**src/design/nps_pkg.sv**
```systemverilog
package nps_pkg;

    localparam int MAX_FIELDS_DEF  = 64;
    localparam int COORD_WIDTH_DEF = 16;

    localparam int FIU_W  = 7;
    localparam int IDX_W  = 6;
    localparam int DIST_W = 34;

    localparam logic [DIST_W-1:0] DIST_MAX = {DIST_W{1'b1}};

    localparam logic REQ_WRITE = 1'b0;
    localparam logic REQ_QUERY = 1'b1;

    typedef logic [FIU_W-1:0]  fiu_t;
    typedef logic [IDX_W-1:0]  idx_t;
    typedef logic [DIST_W-1:0] dist_t;

endpackage

```
**src/design/nps_req_if.sv**
```systemverilog
interface nps_req_if
    import nps_pkg::*;
#(
    parameter int COORD_WIDTH = COORD_WIDTH_DEF
) ();
    logic                          valid;
    logic                          ready;
    logic                          req_type;
    idx_t                          entry_index;
    logic signed [COORD_WIDTH-1:0] coord_x;
    logic signed [COORD_WIDTH-1:0] coord_y;
    logic signed [COORD_WIDTH-1:0] coord_z;

    modport source (
        output valid, req_type, entry_index, coord_x, coord_y, coord_z,
        input  ready
    );

    modport sink (
        input  valid, req_type, entry_index, coord_x, coord_y, coord_z,
        output ready
    );
endinterface

```
**src/design/nps_rsp_if.sv**
```systemverilog
interface nps_rsp_if
    import nps_pkg::*;
();
    logic  valid;
    logic  ready;
    logic  found;
    idx_t  nearest_index;
    dist_t min_distance_sq;

    modport source (
        output valid, found, nearest_index, min_distance_sq,
        input  ready
    );

    modport sink (
        input  valid, found, nearest_index, min_distance_sq,
        output ready
    );
endinterface

```
**src/design/nps_cfg_if.sv**
```systemverilog
interface nps_cfg_if
    import nps_pkg::*;
();
    logic valid;
    logic ready;
    fiu_t data;

    modport source (
        output valid, data,
        input  ready
    );

    modport sink (
        input  valid, data,
        output ready
    );
endinterface

```
**src/design/nearest_point_search_core.sv**
```systemverilog
// Write beats give no result.
// A query streams its searched entries through the table read register and the
// distance pipeline; an empty search goes straight to the result. Ready returns as
// the result enters the output register, so queries are accepted one at a time.
// Throughput is one table entry per cycle, set by the single read port of the table.
// Reset clears control state and fields_in_use; table contents stay undefined
// until written.
module nearest_point_search_core
    import nps_pkg::*;
#(
    parameter int MAX_FIELDS  = MAX_FIELDS_DEF,
    parameter int COORD_WIDTH = COORD_WIDTH_DEF
) (
    input  logic      clk,
    input  logic      rst_n,
    nps_req_if.sink   req,
    nps_rsp_if.source rsp,
    nps_cfg_if.sink   cfg
);

    localparam int CW     = COORD_WIDTH;
    localparam int AW     = (MAX_FIELDS > 1) ? $clog2(MAX_FIELDS) : 1;
    localparam int CNT_W  = $clog2(MAX_FIELDS + 1);
    localparam int CMP_W  = (CNT_W > FIU_W) ? CNT_W : FIU_W;
    localparam int SLOT_W = (CNT_W > IDX_W + 1) ? CNT_W : IDX_W + 1;
    localparam int DW     = 2 * CW + 2;
    localparam int EW     = (DW > DIST_W) ? DW : DIST_W;

    localparam logic [1:0] S_IDLE  = 2'd0;
    localparam logic [1:0] S_SCAN  = 2'd1;
    localparam logic [1:0] S_DRAIN = 2'd2;
    localparam logic [1:0] S_DONE  = 2'd3;

    logic [1:0]       state_reg;
    logic [1:0]       state_next;
    fiu_t             fiu_reg;
    logic [CNT_W-1:0] count_reg;
    logic [CNT_W-1:0] count_next;
    logic [CNT_W-1:0] scan_reg;
    logic [CNT_W-1:0] scan_next;

    logic signed [CW-1:0] qx_reg;
    logic signed [CW-1:0] qy_reg;
    logic signed [CW-1:0] qz_reg;

    logic          rd_valid_reg;
    logic          rd_last_reg;
    logic [AW-1:0] rd_idx_reg;

    logic          best_found_reg;
    logic [DW-1:0] best_dist_reg;
    logic [AW-1:0] best_idx_reg;

    logic  rsp_valid_reg;
    logic  rsp_found_reg;
    idx_t  rsp_idx_reg;
    dist_t rsp_dist_reg;

    logic              req_fire;
    logic              is_query;
    logic              ram_we;
    logic              ram_re;
    logic              scan_last;
    logic              rsp_load;
    logic [3*CW-1:0]   ram_rdata;
    logic [CMP_W-1:0]  fiu_ext;
    logic              d_valid;
    logic              d_last;
    logic [AW-1:0]     d_idx;
    logic [DW-1:0]     d_dist;
    logic              take_best;
    logic [EW-1:0]     best_ext;
    dist_t             best_sat;

    assign req.ready = (state_reg == S_IDLE);
    assign cfg.ready = 1'b1;
    assign req_fire  = req.valid && req.ready;
    assign is_query  = (req.req_type == REQ_QUERY);
    assign ram_we    = req_fire && !is_query
                       && (SLOT_W'(req.entry_index) < SLOT_W'(MAX_FIELDS));
    assign ram_re    = (state_reg == S_SCAN);
    assign scan_last = (CNT_W'(scan_reg + 1'b1) == count_reg);
    assign rsp_load  = (state_reg == S_DONE) && (!rsp_valid_reg || rsp.ready);
    assign fiu_ext   = CMP_W'(fiu_reg);
    assign count_next = (fiu_ext > CMP_W'(MAX_FIELDS)) ? CNT_W'(MAX_FIELDS)
                                                       : CNT_W'(fiu_ext);

    nps_ram #(
        .WIDTH (3 * CW),
        .DEPTH (MAX_FIELDS)
    ) u_table (
        .clk   (clk),
        .we    (ram_we),
        .waddr (AW'(req.entry_index)),
        .wdata ({req.coord_x, req.coord_y, req.coord_z}),
        .re    (ram_re),
        .raddr (scan_reg[AW-1:0]),
        .rdata (ram_rdata)
    );

    nps_dist #(
        .COORD_WIDTH (CW),
        .ADDR_W      (AW)
    ) u_dist (
        .clk       (clk),
        .rst_n     (rst_n),
        .in_valid  (rd_valid_reg),
        .in_last   (rd_last_reg),
        .in_idx    (rd_idx_reg),
        .point     (ram_rdata),
        .query_x   (qx_reg),
        .query_y   (qy_reg),
        .query_z   (qz_reg),
        .out_valid (d_valid),
        .out_last  (d_last),
        .out_idx   (d_idx),
        .out_dist  (d_dist)
    );

    assign take_best = d_valid && (!best_found_reg || (d_dist < best_dist_reg));

    always_comb
    begin
        state_next = state_reg;
        scan_next  = scan_reg;
        unique case (state_reg)
            S_IDLE:
            begin
                if (req_fire && is_query)
                begin
                    scan_next  = '0;
                    state_next = (count_next == '0) ? S_DONE : S_SCAN;
                end
            end
            S_SCAN:
            begin
                if (scan_last)
                begin
                    state_next = S_DRAIN;
                end
                else
                begin
                    scan_next = CNT_W'(scan_reg + 1'b1);
                end
            end
            S_DRAIN:
            begin
                if (d_valid && d_last)
                begin
                    state_next = S_DONE;
                end
            end
            S_DONE:
            begin
                if (rsp_load)
                begin
                    state_next = S_IDLE;
                end
            end
            default:
            begin
                state_next = S_IDLE;
            end
        endcase
    end

    always_ff @(posedge clk or negedge rst_n)
    begin
        if (!rst_n)
        begin
            state_reg      <= S_IDLE;
            scan_reg       <= '0;
            count_reg      <= '0;
            fiu_reg        <= '0;
            rd_valid_reg   <= 1'b0;
            rd_last_reg    <= 1'b0;
            best_found_reg <= 1'b0;
            rsp_valid_reg  <= 1'b0;
        end
        else
        begin
            state_reg    <= state_next;
            scan_reg     <= scan_next;
            rd_valid_reg <= ram_re;
            rd_last_reg  <= ram_re && scan_last;
            if (cfg.valid && cfg.ready)
            begin
                fiu_reg <= cfg.data;
            end
            if (req_fire && is_query)
            begin
                count_reg      <= count_next;
                best_found_reg <= 1'b0;
            end
            else if (take_best)
            begin
                best_found_reg <= 1'b1;
            end
            if (rsp_load)
            begin
                rsp_valid_reg <= 1'b1;
            end
            else if (rsp.ready)
            begin
                rsp_valid_reg <= 1'b0;
            end
        end
    end

    assign best_ext = EW'(best_dist_reg);
    assign best_sat = (best_ext > EW'(DIST_MAX)) ? DIST_MAX : best_ext[DIST_W-1:0];

    always_ff @(posedge clk)
    begin
        rd_idx_reg <= scan_reg[AW-1:0];
        if (req_fire && is_query)
        begin
            qx_reg <= req.coord_x;
            qy_reg <= req.coord_y;
            qz_reg <= req.coord_z;
        end
        if (take_best)
        begin
            best_dist_reg <= d_dist;
            best_idx_reg  <= d_idx;
        end
        if (rsp_load)
        begin
            rsp_found_reg <= best_found_reg;
            rsp_idx_reg   <= best_found_reg ? IDX_W'(best_idx_reg) : '0;
            rsp_dist_reg  <= best_found_reg ? best_sat : '0;
        end
    end

    assign rsp.valid           = rsp_valid_reg;
    assign rsp.found           = rsp_found_reg;
    assign rsp.nearest_index   = rsp_idx_reg;
    assign rsp.min_distance_sq = rsp_dist_reg;

endmodule

```
**src/design/nps_ram.sv**
```systemverilog
module nps_ram #(
    parameter int WIDTH = 8,
    parameter int DEPTH = 16
) (
    input  logic                                       clk,
    input  logic                                       we,
    input  logic [((DEPTH > 1) ? $clog2(DEPTH) : 1)-1:0] waddr,
    input  logic [WIDTH-1:0]                           wdata,
    input  logic                                       re,
    input  logic [((DEPTH > 1) ? $clog2(DEPTH) : 1)-1:0] raddr,
    output logic [WIDTH-1:0]                           rdata
);

    logic [WIDTH-1:0] mem [DEPTH];
    logic [WIDTH-1:0] rdata_reg;

    always_ff @(posedge clk)
    begin
        if (we)
        begin
            mem[waddr] <= wdata;
        end
        if (re)
        begin
            rdata_reg <= mem[raddr];
        end
    end

    assign rdata = rdata_reg;

endmodule

```
**src/design/nps_dist.sv**
```systemverilog
module nps_dist
    import nps_pkg::*;
#(
    parameter int COORD_WIDTH = COORD_WIDTH_DEF,
    parameter int ADDR_W      = 6
) (
    input  logic                          clk,
    input  logic                          rst_n,
    input  logic                          in_valid,
    input  logic                          in_last,
    input  logic [ADDR_W-1:0]             in_idx,
    input  logic [3*COORD_WIDTH-1:0]      point,
    input  logic signed [COORD_WIDTH-1:0] query_x,
    input  logic signed [COORD_WIDTH-1:0] query_y,
    input  logic signed [COORD_WIDTH-1:0] query_z,
    output logic                          out_valid,
    output logic                          out_last,
    output logic [ADDR_W-1:0]             out_idx,
    output logic [2*COORD_WIDTH+1:0]      out_dist
);

    localparam int CW   = COORD_WIDTH;
    localparam int SQ_W = 2 * CW;
    localparam int DW   = 2 * CW + 2;

    logic signed [CW-1:0] pt_x;
    logic signed [CW-1:0] pt_y;
    logic signed [CW-1:0] pt_z;
    logic signed [CW:0]   dx;
    logic signed [CW:0]   dy;
    logic signed [CW:0]   dz;

    logic [2:0]        valid_reg;
    logic [2:0]        last_reg;
    logic [ADDR_W-1:0] idx1_reg;
    logic [ADDR_W-1:0] idx2_reg;
    logic [ADDR_W-1:0] idx3_reg;
    logic [CW-1:0]     mx_reg;
    logic [CW-1:0]     my_reg;
    logic [CW-1:0]     mz_reg;
    logic [SQ_W-1:0]   sx_reg;
    logic [SQ_W-1:0]   sy_reg;
    logic [SQ_W-1:0]   sz_reg;
    logic [DW-1:0]     sum_reg;

    assign pt_x = point[3*CW-1:2*CW];
    assign pt_y = point[2*CW-1:CW];
    assign pt_z = point[CW-1:0];

    assign dx = $signed({query_x[CW-1], query_x}) - $signed({pt_x[CW-1], pt_x});
    assign dy = $signed({query_y[CW-1], query_y}) - $signed({pt_y[CW-1], pt_y});
    assign dz = $signed({query_z[CW-1], query_z}) - $signed({pt_z[CW-1], pt_z});

    always_ff @(posedge clk or negedge rst_n)
    begin
        if (!rst_n)
        begin
            valid_reg <= '0;
            last_reg  <= '0;
        end
        else
        begin
            valid_reg <= {valid_reg[1:0], in_valid};
            last_reg  <= {last_reg[1:0], in_last};
        end
    end

    always_ff @(posedge clk)
    begin
        mx_reg   <= CW'(dx[CW] ? -dx : dx);
        my_reg   <= CW'(dy[CW] ? -dy : dy);
        mz_reg   <= CW'(dz[CW] ? -dz : dz);
        idx1_reg <= in_idx;

        sx_reg   <= SQ_W'(mx_reg) * SQ_W'(mx_reg);
        sy_reg   <= SQ_W'(my_reg) * SQ_W'(my_reg);
        sz_reg   <= SQ_W'(mz_reg) * SQ_W'(mz_reg);
        idx2_reg <= idx1_reg;

        sum_reg  <= DW'(sx_reg) + DW'(sy_reg) + DW'(sz_reg);
        idx3_reg <= idx2_reg;
    end

    assign out_valid = valid_reg[2];
    assign out_last  = last_reg[2];
    assign out_idx   = idx3_reg;
    assign out_dist  = sum_reg;

endmodule
```
**src/flat_wrapper.sv**
```systemverilog
// flat-port wrapper written by rule: the top's interface ports become plain ports
module nearest_point_search_core_flat import nps_pkg::*;
#(
    parameter int MAX_FIELDS  = MAX_FIELDS_DEF,
    parameter int COORD_WIDTH = COORD_WIDTH_DEF
)
  (clk, rst_n, req_valid, req_req_type, req_entry_index, req_coord_x, req_coord_y, req_coord_z, req_ready, rsp_valid, rsp_found, rsp_nearest_index, rsp_min_distance_sq, rsp_ready, cfg_valid, cfg_data, cfg_ready);
  nps_req_if #(.COORD_WIDTH(COORD_WIDTH)) req_i ();
  nps_rsp_if rsp_i ();
  nps_cfg_if cfg_i ();
  input  logic clk;
  input  logic rst_n;
  input wire logic [$bits(req_i.valid)-1:0] req_valid;
  input wire logic [$bits(req_i.req_type)-1:0] req_req_type;
  input wire logic [$bits(req_i.entry_index)-1:0] req_entry_index;
  input wire logic [$bits(req_i.coord_x)-1:0] req_coord_x;
  input wire logic [$bits(req_i.coord_y)-1:0] req_coord_y;
  input wire logic [$bits(req_i.coord_z)-1:0] req_coord_z;
  output wire logic [$bits(req_i.ready)-1:0] req_ready;
  output wire logic [$bits(rsp_i.valid)-1:0] rsp_valid;
  output wire logic [$bits(rsp_i.found)-1:0] rsp_found;
  output wire logic [$bits(rsp_i.nearest_index)-1:0] rsp_nearest_index;
  output wire logic [$bits(rsp_i.min_distance_sq)-1:0] rsp_min_distance_sq;
  input wire logic [$bits(rsp_i.ready)-1:0] rsp_ready;
  input wire logic [$bits(cfg_i.valid)-1:0] cfg_valid;
  input wire logic [$bits(cfg_i.data)-1:0] cfg_data;
  output wire logic [$bits(cfg_i.ready)-1:0] cfg_ready;
  assign req_i.valid = req_valid;
  assign req_i.req_type = req_req_type;
  assign req_i.entry_index = req_entry_index;
  assign req_i.coord_x = req_coord_x;
  assign req_i.coord_y = req_coord_y;
  assign req_i.coord_z = req_coord_z;
  assign req_ready = req_i.ready;
  assign rsp_valid = rsp_i.valid;
  assign rsp_found = rsp_i.found;
  assign rsp_nearest_index = rsp_i.nearest_index;
  assign rsp_min_distance_sq = rsp_i.min_distance_sq;
  assign rsp_i.ready = rsp_ready;
  assign cfg_i.valid = cfg_valid;
  assign cfg_i.data = cfg_data;
  assign cfg_ready = cfg_i.ready;
  nearest_point_search_core #(.MAX_FIELDS(MAX_FIELDS), .COORD_WIDTH(COORD_WIDTH)) u_core (.clk(clk), .rst_n(rst_n), .req(req_i), .rsp(rsp_i), .cfg(cfg_i));
endmodule
```
**config.mk**
```make
export PLATFORM = sky130hd
export DESIGN_NAME = nearest_point_search_core_flat
export DESIGN_NICKNAME = d
export VERILOG_FILES = /design/src/design/nps_pkg.sv /design/src/design/nps_req_if.sv /design/src/design/nps_rsp_if.sv /design/src/design/nps_cfg_if.sv /design/src/design/nearest_point_search_core.sv /design/src/design/nps_ram.sv /design/src/design/nps_dist.sv /design/src/flat_wrapper.sv
export SDC_FILE = /design/constraint.sdc
export NUM_CORES = 2
export LEC_CHECK = 0
export BUFFER_PORTS_ARGS = -buffer_cell sky130_fd_sc_hd__buf_2
export CAP_MARGIN = 20
export CORE_MARGIN = 2
export CORE_UTILIZATION = 55
export CTS_CLUSTER_SIZE = 14
export DETAILED_ROUTE_END_ITERATION = 10
export GPL_ROUTABILITY_DRIVEN = 0
export HOLD_SLACK_MARGIN = 0.03
export PLACE_DENSITY = 0.7
export SETUP_SLACK_MARGIN = 0.2
export SLEW_MARGIN = 20
export SYNTH_ARGS = -nofsm -noshare
export SYNTH_HDL_FRONTEND = slang
export SYNTH_SLANG_ARGS = --single-unit
```
**constraint.sdc**
```tcl
create_clock -name clk -period 13.6 [get_ports clk]
set_input_delay 3.4 -clock clk [delete_from_list [all_inputs] [get_ports clk]]
set_output_delay 3.4 -clock clk [all_outputs]
set_load 0.005 [all_outputs]
```
==> summary.md <==
| Metric | Value |
|---|---|
| Max reg flops | `3072` |
| Highest metal used | `met5` |
| FMAX | `144.1 MHz` |
| Wire length on met3 | `32000 um` |
| Final setup fails | `0` |
| Initial DRC count | `9157` |
| Setup_tns | `0 ns` |
| Routed WL per cell | `29.92 um` |
| Hold/Removal Path Class | `flop to flop` |
| # port buffers | `109` |
| Placed wire-length estimate | `221200 um` |
| Synth Instances | `8292` |
| Number of hold buffers added after CTS | `0` |
| Routed wl met2 | `184200 um` |
| CP Launch Type | `flop` |
| Top cells by area, synth | `edfxtp_1, mux4_2, fa_1` |
| Synth warnings | `0` |
| Critical path arrival | `7.74 ns` |
| Die Ht | `535.3 um` |
| Final ANT Viol Nets | `0` |
| Worst path bufs/invs | `7` |
| Async set-or-reset flop fraction in the synthesized netlist | `0.9480%` |
| Drt drc | `0` |
| Cell family with most CP delay | `adder cells` |
| Max-slew violations | `0` |
| CTS tree | `built` |
| Top-count cell post-synth | `edfxtp_1` |
| Least-Margin Pin Slew | `1.254 ns` |
| First-pass GRT wire length | `551200 um` |
| Number of flops mapped to enable cells by yosys | `3249` |
| Clk root buf | `clkbuf_16` |
| Post-route clock period utilization | `51.01%` |
| Slowest stage delay, CP | `0.71 ns` |
| Postcts setup bufs | `0` |
| Skew-Pair Late Insertion Delay | `0.94 ns` |
| Total Wirelength | `378000 um` |
| Critical Path Fanout Max | `14` |
| Max cap viols | `0` |
| Vias per cell | `6.206` |
| Largest net degree at the start of global routing | `148` |
| NumNets Final | `9600` |
| Worst Path Required | `14.41 ns` |
| Top-area cell type share of the netlist area | `62.84%` |
| Met1 Routed Length | `147500 um` |
| Setup crit end kind | `flop` |
| Pre-antenna DRT Iters | `5` |
| Clk buf depth | `4` |
| Synth Cell Area | `155300 um2` |
| Row cnt | `195` |
| Area delta synth->final | `11.27%` |
| Tmin final | `6.938 ns` |
| Avg Synthesized Cell Area | `18.72 um2` |
| Clock-pin transition on the worst setup and hold timing paths | `0.06 ns` |
| Initial antenna violation count | `28` |
| Commonest cells in the netlist | `edfxtp_1, mux4_2, inv_1` |
| Remaining Overflow, GRT | `0` |
| Starting Density | `55.15%` |
| Core Area | `281600 um2` |
| Layout cells sized above 1 | `21.37%` |
| Status | `finished, final reports clean` |
| Final Hold Vio Count | `0` |
| Die width | `535.3 um` |
| Number of global-route vias before repair | `80290` |
| Slowest CP cell | `dfxtp_1` |
| Synthesis-stage register bit count | `3481` |
| Num CTS Buffers | `349` |
| Total GRT Usage | `26.63%` |
| Crit-path most repeated cell | `inv_1` |
| Vias | `78400` |
| Critical path class | `flop to flop` |
| RSZ-0062 raised after global routing | `no` |
| Resized Gates After CTS | `0` |
| Die area | `286600 um2` |
| Num ports | `111` |
| Slew Limit Headroom | `16.43%` |
| H-tree depth | `5` |
| Clock sinks | `3481` |
| Setup Skew | `0.08207 ns` |
| Post-synthesis sequential area ratio | `65.93%` |
| Post-synth top area cell | `edfxtp_1` |
| Main synth FF type | `edfxtp_1` |
| Post-synthesis cell type count | `88` |
[layer usage]
layer / track usage, % / up-vias
li1: - / 32380
met1: 37.13 / 41670
met2: 43.00 / 3681
met3: 4.616 / 640
met4: 9.166 / 24
met5: 0 / -
[kinds of logic after synthesis]
group / share of synthesized area [%]
muxes: 14.73
xor gates and xnor gates: 1.235
other: 0.004837
AOI/OAI and AO/OA: 2.108
DFF: 65.93
buffers and inverters: 2.896
adders and majority gates: 10.13
and+or+nand+nor: 2.957
[final timing paths]
check	from	to	slack, ns	cells after the start
hold reg to reg	u_core.rd_idx_reg[4]	u_core.u_dist.idx1_reg[4]	0.32	0
setup reg to reg	u_core.u_dist.mz_reg[8]	u_core.u_dist.sz_reg[31]	6.66	25
min in group asynchronous	rst_n	u_core.scan_reg[5]	2.57	1
hold / removal	u_core.rd_idx_reg[4]	u_core.u_dist.idx1_reg[4]	0.32	0
max in group asynchronous	rst_n	u_core.scan_reg[0]	10.49	1
setup / recovery	u_core.u_dist.mz_reg[8]	u_core.u_dist.sz_reg[31]	6.66	25
[worst register-to-register path, cell delays in order, from the launching register on]
cell and delay [ns]:
dfxtp_1 0.71, inv_1 0.25, nor2_1 0.24, fa_1 0.19, inv_1 0.06, fa_1 0.54
inv_1 0.06, fa_1 0.51, inv_1 0.06, fa_1 0.53, inv_1 0.05, fa_1 0.47
inv_1 0.05, fa_1 0.48, inv_1 0.05, ha_1 0.31, and3_1 0.17, a31o_2 0.24
a21oi_1 0.10, o21ai_0 0.17, a311o_1 0.40, a21o_1 0.24, a311oi_1 0.51, o31ai_1 0.15
a21oi_1 0.19, xnor2_1 0.13
[cell usage in the layout (no fill, tap or decap), types with 157 or more instances in the layout]
master / count
buf_4: 157
inv_1: 876
fa_1: 521
xnor2_1: 159
dfxtp_1: 199
and2_1: 183
clkbuf_16: 353
ha_1: 423
mux4_2: 1008
nand2_1: 288
edfxtp_1: 3249
[metrics by stage]
| stage | util [%] | hold WS (ns) | instance area [um2] | instances | setup slack (ns) |
|---|---|---|---|---|---|
| finish | 61.36 | 0.3211 | 172800 | 12630 | 6.662 |
| global route | 61.36 | 0.3318 | 172800 | 12630 | 6.140 |
| CTS | 61.33 | 0.3249 | 172700 | 12630 | 6.599 |
| detailed placement | 57.22 | 0.3121 | 161100 | 11980 | 5.959 |
| global placement | 57.22 | 0.3110 | 161100 | 11980 | 5.968 |
| floorplan | - | 0.3096 | 155300 | 8294 | 6.885 |
[layout make-up]
cell class | count | area [um2]
fill | 19630 | 108800
sequential | 3481 | 102400
multi-input combinational | 3620 | 48910
clock buffer | 418 | 9136
tap | 3743 | 4683
inverter | 878 | 3297
clock inverter | 228 | 2449
timing repair buffer | 258 | 1879
antenna | 6 | 15.01
Power is left out: the tool's default activity adds up to more than one toggle a clock period on the data nets, which glitch-free logic cannot reach.
